File: src/rtl/tws_pkg.sv
// ----------------------------------------------------------------------------
// tws_pkg: shared types and constants
// Command codes, step phases and the pin-step record passed between the step
// decoder and the top level.
// ----------------------------------------------------------------------------
`default_nettype none

package tws_pkg;

	typedef enum logic [1:0] {
		CMD_START = 2'd0,
		CMD_WRITE = 2'd1,
		CMD_STOP  = 2'd2,
		CMD_NONE  = 2'd3
	} cmd_t;

	// Step phase inside one bit (or inside a start / stop / ack pair).
	localparam logic [1:0] PHASE_A = 2'd0;
	localparam logic [1:0] PHASE_B = 2'd1;
	localparam logic [1:0] PHASE_C = 2'd2;

	// Bit counter value for the acknowledge clock after the eighth bit.
	localparam logic [3:0] ACK_BIT = 4'd8;

	localparam logic [15:0] HALF_RESET = 16'd500;
	localparam logic [15:0] HALF_MIN   = 16'd2;
	localparam logic [15:0] HALF_MAX   = 16'd65534;

	typedef struct packed {
		logic        clk_lvl;
		logic        dat_lvl;
		logic [15:0] hold;
		logic        last;
	} step_t;

endpackage

`default_nettype wire

File: src/rtl/tws_step_gen.sv
// ----------------------------------------------------------------------------
// tws_step_gen: pin-step decoder
// Maps the current command, bit counter and phase to one pin step.
// ----------------------------------------------------------------------------
`default_nettype none

module tws_step_gen
	import tws_pkg::*;
(
	input  wire cmd_t        cmd,
	input  wire logic [7:0]  data_byte,
	input  wire logic [3:0]  bit_idx,
	input  wire logic [1:0]  phase,
	input  wire logic        data_line,
	input  wire logic [15:0] half,
	input  wire logic [15:0] quarter,
	output step_t            step
);

	logic tx_bit;

	// MSB first
	assign tx_bit = data_byte[3'd7 - bit_idx[2:0]];

	always_comb begin
		step = '{clk_lvl: 1'b0, dat_lvl: 1'b1, hold: half, last: 1'b0};
		unique case (cmd)
			CMD_START: begin
				step.clk_lvl = 1'b1;
				step.dat_lvl = (phase == PHASE_A);
				step.last    = (phase != PHASE_A);
			end
			CMD_STOP: begin
				step.clk_lvl = 1'b0;
				step.dat_lvl = (phase != PHASE_A);
				step.last    = (phase != PHASE_A);
			end
			CMD_WRITE: begin
				if (bit_idx == ACK_BIT) begin
					// ack clock, data released, not sampled
					step.dat_lvl = 1'b1;
					step.clk_lvl = (phase != PHASE_A);
					step.last    = (phase != PHASE_A);
				end else begin
					unique case (phase)
						PHASE_A: begin
							step.clk_lvl = 1'b0;
							step.dat_lvl = data_line;
							step.hold    = quarter;
						end
						PHASE_B: begin
							step.clk_lvl = 1'b0;
							step.dat_lvl = tx_bit;
							step.hold    = quarter;
						end
						default: begin
							step.clk_lvl = 1'b1;
							step.dat_lvl = tx_bit;
						end
					endcase
				end
			end
			default: begin
				step.last = 1'b1;
			end
		endcase
	end

endmodule

`default_nettype wire

File: src/rtl/two_wire_write_sequencer.sv
// ----------------------------------------------------------------------------
// two_wire_write_sequencer: write-only two-wire bus master step sequencer
// Turns start / write-byte / stop commands into runs of pin-level steps.
// ----------------------------------------------------------------------------
//
// Channel   Dir  Bits                 Contents
// s_axis    in   tdata[7:0]           data_byte
//                tuser[1:0]           command (0 start, 1 write, 2 stop)
// m_axis    out  tdata[0]             clock_level
//                tdata[1]             data_level
//                tdata[17:2]          hold_us (tdata[23:18] zero)
//                tlast                last_step
// cfg       in   cfg_wdata[15:0]      half_bit_us, written when cfg_we high
//
// Cycles: one output word per cycle while m_axis_tready is high. Start and
// stop give 2 words, a byte write 26 words; the work register issues one
// step per cycle unless the output register is stalled.
// The next command is accepted in the cycle its predecessor's last step moves
// to the output register, so commands run back to back with no gap.
// Command code 3 is accepted and produces no words.
// Reset: arst_n clears the control state and sets half_bit_us to 500.
// Stalls: a low m_axis_tready holds a waiting output word and freezes the
// work register; the input stalls until the work register's last step loads.
// ----------------------------------------------------------------------------
`default_nettype none

module two_wire_write_sequencer
	import tws_pkg::*;
(
	input  wire logic        clk,
	input  wire logic        arst_n,
	// config
	input  wire logic        cfg_we,
	input  wire logic [15:0] cfg_wdata,      // half_bit_us
	// command stream
	input  wire logic        s_axis_tvalid,
	output logic             s_axis_tready,
	input  wire logic [7:0]  s_axis_tdata,   // [7:0] data_byte
	input  wire logic [1:0]  s_axis_tuser,   // [1:0] command
	// pin-step stream
	output logic             m_axis_tvalid,
	input  wire logic        m_axis_tready,
	output logic [23:0]      m_axis_tdata,   // [0] clock_level, [1] data_level,
	                                         // [17:2] hold_us, rest zero
	output logic             m_axis_tlast    // last_step
);

	// half-bit time, clamped on write
	logic [15:0] half_q;
	logic [15:0] quarter;

	// work register: command being expanded
	logic        work_vld_s1;
	cmd_t        cmd_s1;
	logic [7:0]  byte_s1;
	logic [3:0]  bit_s1;
	logic [1:0]  phase_s1;

	// data line level left by the last issued step
	logic        data_line_q;

	// output register
	logic        out_vld_q;
	step_t       out_q;

	step_t       step;
	logic        load;
	logic        accept;
	cmd_t        in_cmd;

	assign quarter = {1'b0, half_q[15:1]};
	assign in_cmd  = cmd_t'(s_axis_tuser);

	tws_step_gen u_step (
		.cmd       (cmd_s1),
		.data_byte (byte_s1),
		.bit_idx   (bit_s1),
		.phase     (phase_s1),
		.data_line (data_line_q),
		.half      (half_q),
		.quarter   (quarter),
		.step      (step)
	);

	// step moves to output when the output register is free or being drained
	assign load          = work_vld_s1 && (!out_vld_q || m_axis_tready);
	assign s_axis_tready = !work_vld_s1 || (load && step.last);
	assign accept        = s_axis_tvalid && s_axis_tready;

	always_ff @(posedge clk or negedge arst_n) begin
		if (!arst_n) begin
			half_q <= HALF_RESET;
		end else if (cfg_we) begin
			if (cfg_wdata < HALF_MIN)
				half_q <= HALF_MIN;
			else if (cfg_wdata > HALF_MAX)
				half_q <= HALF_MAX;
			else
				half_q <= cfg_wdata;
		end
	end

	always_ff @(posedge clk or negedge arst_n) begin
		if (!arst_n) begin
			work_vld_s1 <= 1'b0;
			cmd_s1      <= CMD_START;
			bit_s1      <= '0;
			phase_s1    <= PHASE_A;
		end else if (accept) begin
			// unused code 3: swallowed, nothing issued
			work_vld_s1 <= (in_cmd != CMD_NONE);
			cmd_s1      <= in_cmd;
			bit_s1      <= '0;
			phase_s1    <= PHASE_A;
		end else if (load) begin
			if (step.last) begin
				work_vld_s1 <= 1'b0;
			end else if (cmd_s1 == CMD_WRITE && bit_s1 != ACK_BIT &&
			             phase_s1 == PHASE_C) begin
				bit_s1   <= bit_s1 + 4'd1;
				phase_s1 <= PHASE_A;
			end else begin
				phase_s1 <= phase_s1 + 2'd1;
			end
		end
	end

	always_ff @(posedge clk) begin
		if (accept)
			byte_s1 <= s_axis_tdata;
	end

	always_ff @(posedge clk or negedge arst_n) begin
		if (!arst_n) begin
			data_line_q <= 1'b0;
			out_vld_q   <= 1'b0;
		end else begin
			if (load)
				data_line_q <= step.dat_lvl;
			if (load)
				out_vld_q <= 1'b1;
			else if (m_axis_tready)
				out_vld_q <= 1'b0;
		end
	end

	always_ff @(posedge clk) begin
		if (load)
			out_q <= step;
	end

	assign m_axis_tvalid = out_vld_q;
	assign m_axis_tdata  = {6'd0, out_q.hold, out_q.dat_lvl, out_q.clk_lvl};
	assign m_axis_tlast  = out_q.last;

	// ------------------------------------------------------------------------
	// assertions
	// ------------------------------------------------------------------------

	a_no_idle_cmd: assert property (@(posedge clk) disable iff (!arst_n)
		work_vld_s1 |-> cmd_s1 != CMD_NONE)
		else $error("unused command code held in work register");

	a_phase_range: assert property (@(posedge clk) disable iff (!arst_n)
		work_vld_s1 |-> phase_s1 != 2'd3)
		else $error("step phase out of range");

	a_bit_range: assert property (@(posedge clk) disable iff (!arst_n)
		work_vld_s1 |-> bit_s1 <= ACK_BIT)
		else $error("bit counter past acknowledge");

	a_half_range: assert property (@(posedge clk) disable iff (!arst_n)
		half_q >= HALF_MIN && half_q <= HALF_MAX)
		else $error("half-bit time outside clamp range");

	a_short_cmd: assert property (@(posedge clk) disable iff (!arst_n)
		(work_vld_s1 && cmd_s1 != CMD_WRITE) |-> phase_s1 == PHASE_A || phase_s1 == PHASE_B)
		else $error("start or stop ran past two steps");

endmodule

`default_nettype wire

File: config.mk
export PLATFORM = sky130hd
export DESIGN_NAME = two_wire_write_sequencer
export DESIGN_NICKNAME = d
export VERILOG_FILES = /design/src/rtl/tws_pkg.sv /design/src/rtl/tws_step_gen.sv /design/src/rtl/two_wire_write_sequencer.sv
export SDC_FILE = /design/constraint.sdc
export NUM_CORES = 1
export LEC_CHECK = 0
export ABC_AREA = 1
export BUFFER_PORTS_ARGS = -buffer_cell sky130_fd_sc_hd__buf_4
export CAP_MARGIN = 0
export CORE_MARGIN = 2
export CORE_UTILIZATION = 57
export DETAILED_ROUTE_END_ITERATION = 16
export GPL_TIMING_DRIVEN = 0
export HOLD_SLACK_MARGIN = 0.02
export PLACE_DENSITY = 0.84
export RECOVER_POWER = 25
export SLEW_MARGIN = 40
export SYNTH_ARGS = -nofsm -noshare
export SYNTH_HDL_FRONTEND = slang
export SYNTH_SLANG_ARGS = --single-unit
File: constraint.sdc
create_clock -name clk -period 4.6 [get_ports clk]
set_input_delay 0.46 -clock clk [delete_from_list [all_inputs] [get_ports clk]]
set_output_delay 0.46 -clock clk [all_outputs]
set_load 0.03 [all_outputs]
# Yosys cells after proc, flatten, opt, wreduce, memory -nomap -nowiden
# Index checks and enable logic that the tools add are counted.
# totals
out_inout_bits	27
register_bits	54
elab_cells	72
inputBits	31
# op_classes
addsub	3
magnitude_cmp	3
n_mux	25
eq_ne	8
reduce_logical	21
# ops
cell	count
two-way mux 16 bit	5
> comparator 16 bit, second input constant	1
< comparator 16 x 2 -> 1 bit, second input constant	1
two-way mux 4 bit	4
two-way mux 2 bit	5
nonzero test 2 bit	5
two-way mux 1 bit	7
case mux 2 bit (3 select lines)	1
logical AND 1 bit	5
adder 4 x 1 -> 4 bit, second input constant	1
equality test 2 x 1 -> 1 bit, second input constant	2
equality test 2 bit, second input constant	2
equality test 4 bit, second input constant	1
logical NOT 2 bit	2
< comparator 3 x 4 -> 1 bit, second input constant	1
!= test 4 bit, second input constant	1
case mux 2 bit (2 select lines)	1
AND reduction 2 bit	2
OR reduction 2 bit	2
binary-select mux 1 bit (select 3 bit)	1
AND reduction 3 bit	1
subtractor 3 bit, first input constant	1
adder 2 x 1 -> 2 bit, second input constant	1
logical NOT 1 bit	2
4 further kinds	5

# Logic depth before layout (Yosys ltp)
# Gate-level depths: netlist (run 1).
# depth
ltp_word	8
ltp_mapped	12
ltp_nobuf	12

# Modules after synthesis
# Synthesis (run 1) repeated with hierarchy kept, for this count alone.
# hier_totals
hier_cells	308
area_unflattened_um2	2781.4
# modules_own_cells
module	area_each_um2	seq_area_each_um2	instances	cells_each
two_wire_write_sequencer	2214.6	1493.9	1	209
tws_step_gen	566.8	0.0	1	99

# Worst setup path after synthesis (run 1)
# Ideal clock, no wire load.
# synth_timing
path_type	flip-flop to flip-flop
start	register out_vld_q, in the netlist m_axis_tvalid
end	register byte_s1[0], enable pin
path_buffers	0
setup_time_ns	0.314
period_less_slack_ns	1.954
required_time_ns	4.286
setup_slack_ns	2.646
path_stages_with_launch	6
t_arrival_ns	1.640
cell_sequence	dfrtp_1 > a21oi_4 > nand2_1 > nand2_2 > nand2_4 > inv_2
# synth_via
elab_chain_cells	6
# synth_rtl
item	line	source
from (decl)	two_wire_write_sequencer.sv:63	logic out_vld_q;
from (signal assigned)	two_wire_write_sequencer.sv:136	out_vld_q <= 1'b0;
from (signal assigned)	two_wire_write_sequencer.sv:141	out_vld_q <= 1'b1;
from (signal assigned)	two_wire_write_sequencer.sv:143	out_vld_q <= 1'b0;
logical NOT 1 bit	two_wire_write_sequencer.sv:86	assign load = work_vld_s1 && (!out_vld_q || m_axis_tready);
logical OR 1 bit	two_wire_write_sequencer.sv:86	
logical AND 1 bit	two_wire_write_sequencer.sv:86	
net load	two_wire_write_sequencer.sv:67	logic load;
logical AND 1 bit	two_wire_write_sequencer.sv:87	assign s_axis_tready = !work_vld_s1 || (load && step.last);
logical OR 1 bit	two_wire_write_sequencer.sv:87	
net s_axis_tready	two_wire_write_sequencer.sv:37	output logic s_axis_tready,
logical AND 1 bit	two_wire_write_sequencer.sv:88	assign accept = s_axis_tvalid && s_axis_tready;
net accept	two_wire_write_sequencer.sv:68	logic accept;
to (signal assigned)	two_wire_write_sequencer.sv:130	byte_s1 <= s_axis_tdata;
to (decl)	two_wire_write_sequencer.sv:55	logic [7:0] byte_s1;
# The timed path passes the listed nets, and every way through them passes these cells.
# A chain may end at the register's enable or synchronous reset.

==> impl_results.md, run 1 <==
- Initial DRT Pass Iterations: 4
- Number of vias per cell: 5.132
- Clk_skew: 0.008238 ns
- Worst slack, placed: 2.431 ns
- Port Buffers: 51
- WP data required: about 4.1 ns
- Clk_lat worst skew: 0.30 ns
- DP Cell Count: approximately 380
- Worst Hold Class: input port to flop
- First-pass GRT wire length: between 8000 and 9000 microns
- Syn avg cell area: 9.180 sq um
- 1st-iter DRT viols: 123
- Final layout net count: 373
- PostCTS Resize Cnt: 0
- Synth area leaders: edfxtp_1, dfrtp_1, nand2_1, dfstp_2, inv_1
- Initial core utilization: 0.5859
- Post-route ant nets: 0
- Clock power frac: 0.150
- Synthesized instance count: approximately 280
- Sequential-to-total area share from yosys stat: 0.5896
- Post-synth EDFFs: 27
- # setup viols final: 0
- Area of the mapped netlist: 0.002534 sq mm
- VDD IR max: about 0.33 mV
- Routed wire per std cell: 12.77 microns
- Via count: slightly above 2000
- RSZ-0062 raised after global routing: false
- Tot Pwr: 1.770 mW
- Final std cells w/o fill: 393
- Final setup margin: 2.244 ns
- CTS Hold Buffers Added: 0
- Clock sinks: 54
- Count of pins over their slew limit: 0
- CP Data Arrival Time: 1.90 ns
- #FFs+latches synth: 54
- Placed cell area: 0.003000 sq mm
- # IOs: 58
- Actual slew at the worst max-slew pin: about 1.5 ns
- Vias in the first global route: ~2000
- Drc violations: 0
- Setup_tns: 0 ns
- Comb power frac: 0.422
- Fin crit period: 2.356 ns
- Critical Path Start Type: flop
- Psw: 0.7077 mW
- Detailed placement HPWL: ~3700 microns
- Ant diodes: 0
- Seq pwr share: 0.428
- FP Rows: 24
- GP Congestion: 0.8379
- CTS clk-pin slew, worst paths: around 0.090 ns
- Final instance area: about 0.0031 sq mm
- Core ar.: 0.004324 sq mm
- Synth-to-Final Area Change: 22.47%
- PD cells: roughly 570 mW/mm^2
- Period utilization: 0.5121
- Die W: 70.67 microns
- Synth area leader: edfxtp_1
- Most numerous cell in the Yosys netlist: nand2_1
- Status: completed
- Longest Clk Path Bufs: 2
- Root Buffer: clkbuf_8
- Largest net degree at the start of global routing: 28
- Internal: about 1.1 mW
- Top post-synthesis cells by count: nand2_1, inv_1, edfxtp_1
- DRT Wirelength: between 5000 and 6000 microns
- Leak Pwr: approximately 1.5 nW
- Sw frac: 0.3999
- CTS HTree Levels: 2
- Die area: between 0.004 and 0.005 sq mm
- Max Clk Rate: 424.5 MHz
- Worst-path maximum fanout: 7
- Yosys top cell area share: 0.3200
- Gr usage total: 0.2119
- Most used DFF post-synth: edfxtp_1
- Cts bufs inserted: 5
- Post-synthesis async set-or-reset flop share: 0.5000
- Worst setup path class: flop to output pin
- Post-CTS setup buffers: 0
- YS warnings: 0
- Setup crit end kind: output pin
- Congestion Overflow GR: 0
- Max-cap violation count: 0
- Die Y: around 71 microns
- Initial antenna violation count: 0
- Final hold vios: 0
- CTS tree: built
- Distinct cells, synth: 31
- Share of cells above drive strength 1: 0.2522
- Worst slew margin: 0.01493
metal layers:
layer / track usage / routed length [microns]
met1: 0.2512 / 2082
met2: 0.3774 / 2552
met3: 0.04843 / 298
met4: 0.07966 / 86
met5: 0 / 0
power by group through the flow:
| stage | logic, mW | registers (mW) | clock network, mW |
|---|---|---|---|
| floorplan | 0.350 | 0.906 | 0 |
| global placement | 0.714 | 0.762 | 0 |
| detailed placement | 0.735 | 0.769 | 0 |
| CTS | 0.738 | 0.759 | 0.274 |
| global route | 0.818 | 0.768 | 0.290 |
| finish | 0.746 | 0.757 | 0.266 |
sequential cells by signal, summed over array words and instances (netlist names):
name / count
bit_s1: 4
byte_s1: 8
cmd_s1: 2
data_line_q: 1
half_q: 16
m_axis_tdata: 18
m_axis_tlast: 1
m_axis_tvalid: 1
phase_s1: 2
work_vld_s1: 1
cells by family after synthesis:
family | count (synthesis) | synth area share
AOI/OAI and AO/OA | 42 | 0.09284
xor gates and xnor gates | 2 | 0.006915
adders and majority gates | 2 | 0.009875
buffers and inverters | 54 | 0.09481
DFF | 54 | 0.5896
other | 1 | 0.001480
and+or+nand+nor | 121 | 0.2044
cell usage in the layout (no fill, tap or decap), types with 3 or more instances in the layout:
cell type   n
dfstp_2     6
inv_2       4
clkbuf_8    6
conb_1      6
o21ai_0    22
dfrtp_1    21
clkbuf_1    4
nor2_1     19
nand2_1    73
nand3_1    11
edfxtp_1   27
nand4_1     7
o21ai_1    11
a21oi_1     3
inv_1      37
o211ai_1    4
clkbuf_4    5
nor3_1      4
buf_4      51
worst paths after layout:
kind,from,end,slack (ns),cells past startpoint
hold reg to reg,half_q[0],half_q[0],0.49,2
setup reg to reg,bit_s1[0],m_axis_tdata[3],2.49,9
hold / removal,s_axis_tdata[0],byte_s1[0],0.33,1
setup / recovery,bit_s1[0],s_axis_tready,2.24,9
min in group asynchronous,arst_n,cmd_s1[0],0.49,1
max in group asynchronous,arst_n,half_q[10],3.24,1
final cells by class:
class                   instances  area (sq um)
repair buffers                 52         394.1
plain buffers                  13         86.33
well taps                      52         65.06
flip-flops and latches         54          1494
inverters                      41         153.9
fillers                       348          1221
clock buffers                   7         86.33
clock inverters                 1         5.005
multi-input cells             173         818.3
critical path, stage by stage, from the launching register on:
cell and delay, ns:
dfrtp_1 0.48, inv_1 0.23, ha_1 0.19, nand2_1 0.05, nor2_1 0.12, nand2_1 0.10, nand2_2 0.09, nand2_1 0.06
nand2_2 0.11, buf_4 0.17
stage by stage:
step           hold WS, ns  utilization
2_1_floorplan       0.1644            -
3_3_place_gp        0.3919       0.6939
3_5_place_dp        0.3933       0.6939
4_1_cts            0.05756       0.7150
5_1_grt             0.3220       0.7176
6_report            0.3303       0.7176
Note: power is estimated with default switching activity, not from simulation.
==> run 2: changes to the inputs <==
CORE_UTILIZATION = 48   (was 57)
PLACE_DENSITY = 0.75   (was 0.84)
clock period = 1.9 ns   (was 4.6 ns; I/O delays follow)
==> run 2 against run 1 <==
- final cell count is 6.9% higher
- power grew to 2.6 times the previous value
- highest routed layer unchanged
- non-clock buffer count is 8 higher
- critical endpoint is now m_axis_tdata[3]
- utilization is 8.6 points lower
- clock power grew to 2.8 times the previous value
- critical path type is now flop to flop
==> impl_results.md, run 2 (synthesis gave the netlist of run 1 again) <==
- FP Rows: 26 (was 24)
- Synth-to-Final Area Change: 27.26% (was 22.47%)
- R2R Setup Slk: 0.03 ns (was 2.49 ns)
- Vias in the first global route: 1820 (was 1995)
- Worst slew margin: 0.4564 (was 0.01493)
- Critical path origin: bit_s1[0] (unchanged)
- Max-cap violation count: 0 (unchanged)
- Ant diodes: 0 (unchanged)
- Core ar.: 0.005107 sq mm (was 0.004324 sq mm)
- Via count: 2071 (was 2017)
- First-pass GRT wire length: 8783 microns (was 8335 microns)
- Commonest non-fill, non-tap cells in the layout: nand2_1, buf_4, inv_1, edfxtp_1, o21ai_0 (unchanged)
- Clk_skew: 0.007420 ns (was 0.008238 ns)
- DP Cell Count: 402 (was 384)
- Actual slew at the worst max-slew pin: 0.8154 ns (was 1.478 ns)
- Fin crit period: roughly 1.9 ns
- Congestion Overflow GR: 0 (unchanged)
- Final core utilization: 0.6313 (was 0.7176)
- Number of vias per cell: 4.931 (was 5.132)
- Flip-flop count of the largest register after layout: 18 (unchanged)
- Critical Path Start Type: flop (unchanged)
- Reg area: 0.001498 sq mm (was 0.001494 sq mm)
- Setup crit end kind: flop (was output pin)
- Highest metal used: met4 (unchanged)
- DRT Wirelength: 5456 microns (was 5019 microns)
- Die W: 76.66 microns (was 70.67 microns)
- VDD IR max: 0.7655 mV (was 0.3299 mV)
- Status: completed (unchanged)
- Metal2 WL: 2619 microns (was 2552 microns)
- Reg-to-Reg End: m_axis_tdata[3] (unchanged)
- CTS HTree Levels: 2 (unchanged)
- Final hold vios: 0 (unchanged)
- CTS tree: built (unchanged)
- Final std cells w/o fill: 420 (was 393)
- Met3 wire length: 315 microns (was 298 microns)
- Detailed placement HPWL: 3755 microns (was 3747 microns)
- # setup viols final: 0 (unchanged)
- Root Buffer: clkbuf_8 (unchanged)
- Initial core utilization: 0.4961 (was 0.5859)
- RSZ-0062 raised after global routing: true (was false)
- CTS clk-pin slew, worst paths: 0.09 ns (about the same)
- WP data required: 1.95 ns (was 4.14 ns)
- 1st-iter DRT viols: 166 (was 123)
- Count of pins over their slew limit: 0 (unchanged)
- Commonest non-fill, non-tap cell in the layout: nand2_1 (unchanged)
- Max Clk Rate: 535.7 MHz
- HP Start: s_axis_tdata[6] (was s_axis_tdata[0])
- CP Data Arrival Time: 1.92 ns (was 1.90 ns)
- Post-route ant nets: 0 (unchanged)
- # IOs: 58 (unchanged)
- Drc violations: 0 (unchanged)
- Die area: 0.005876 sq mm (was 0.004994 sq mm)
- Initial DRT Pass Iterations: 4 (unchanged)
- Cts bufs inserted: 5 (unchanged)
- Fillers: 432 (was 348)
- Worst setup endpoint: m_axis_tdata[3] (was s_axis_tready)
- Initial antenna violation count: 0 (unchanged)
- Largest net degree at the start of global routing: 28 (unchanged)
- Die Y: 76.66 microns (was 70.67 microns)
- Port Buffers: 51 (unchanged)
- Worst setup path class: flop to flop (was flop to output pin)
- Share of cells above drive strength 1: 0.2829 (was 0.2522)
- Clk_lat worst skew: 0.31 ns (was 0.30 ns)
- Multi-input gate area: 834.6 sq um (was 818.3 sq um)
- Worst-path maximum fanout: 10 (was 7)
- Routed wire per std cell: 12.99 microns (was 12.77 microns)
- Longest Clk Path Bufs: 2 (unchanged)
- Clock sinks: 54 (unchanged)
- PD cells: 1406 mW/mm^2 (was 570.3 mW/mm^2)
- Period utilization: 0.9825
- R2r worst-path depth: 9 (unchanged)
- Worst Hold Class: input port to flop (unchanged)
- Gr usage total: 0.1929 (was 0.2119)
- Met1 Wirelength: 2433 microns (was 2082 microns)
- GP Congestion: 0.8340 (was 0.8379)
- Leak Pwr: 1.544 nW (was 1.500 nW)
- Launching point of the worst reg2reg path: bit_s1[0] (unchanged)
- Final layout net count: 382 (was 373)
run 2: cell types whose count changed in the layout (fill, tap and decap cells not counted), sizes merged:
cell and delta:
bufinv +1, clkbuf +2, dlygate4sd3 +1, buf +4, clkinv +1, a21oi +1, inv -1
run 2: per-layer routing:
layer | global-route usage | vias to the layer above
met5 | 0 | -
met4 | 0.07636 | 0
met3 | 0.04000 | 5
met2 | 0.3027 | 76
met1 | 0.2650 | 961
li1 | - | 1029
run 2: worst min-delay path by stage:
stage                 end  cells past startpoint  slack [ns]
3_3_place_gp    bit_s1[1]                      1        0.14
6_report       byte_s1[6]                      1        0.08
5_1_grt        byte_s1[3]                      1        0.06
3_5_place_dp    bit_s1[0]                      1        0.14
2_1_floorplan   bit_s1[0]                      0       -0.11
4_1_cts        byte_s1[2]                      1        0.04
run 2: worst max-delay path: stages (launching register included):
cell and delay [ns]:
dfrtp_2 0.41, inv_4 0.06, ha_1 0.19, nand2_1 0.07
nor2_2 0.04, nor2_1 0.28, nand2_1 0.18, buf_2 0.23
nand2_1 0.07, o21ai_0 0.08
run 2: power breakdown:
group / switching [mW] / internal [mW]
registers: 0.163 / 1.67
logic: 1.27 / 0.688
clock network: 0.355 / 0.389
total: 1.78 / 2.75
run 2: final cells by class:
class,count,share of cell area
tap,70,0.02716
sequential,54,0.4645
multi-input combinational,174,0.2588
buffer,13,0.02678
inverter,41,0.04889
clock inverter,2,0.01048
clock buffer,6,0.02251
timing repair buffer,60,0.1409
run 2: what timing repair did:
action / in CTS / in global routing
endpoints found under the hold margin: 21 / 0
hold buffers: 1 / 0
gates cloned: 1 / 0
gates resized for setup: 5 / 2
pin swaps: 0 / 1
endpoints found under the setup margin: 33 / 24
setup buffers: 2 / 6
run 2: stage by stage:
step	instance area, sq um	power (mW)	worst slack (ns)	TNS, ns	hold slack (ns)
after floorplan	2559	3.055	0.03211	0	-0.1056
after global placement	3029	3.618	-0.1243	-2.506	0.1357
after detailed placement	3029	3.667	-0.1638	-3.717	0.1359
after CTS	3177	4.461	0.02420	0	0.04486
after global routing	3224	4.810	-0.07203	-0.5662	0.05810
final	3224	4.533	0.03319	0	0.08085
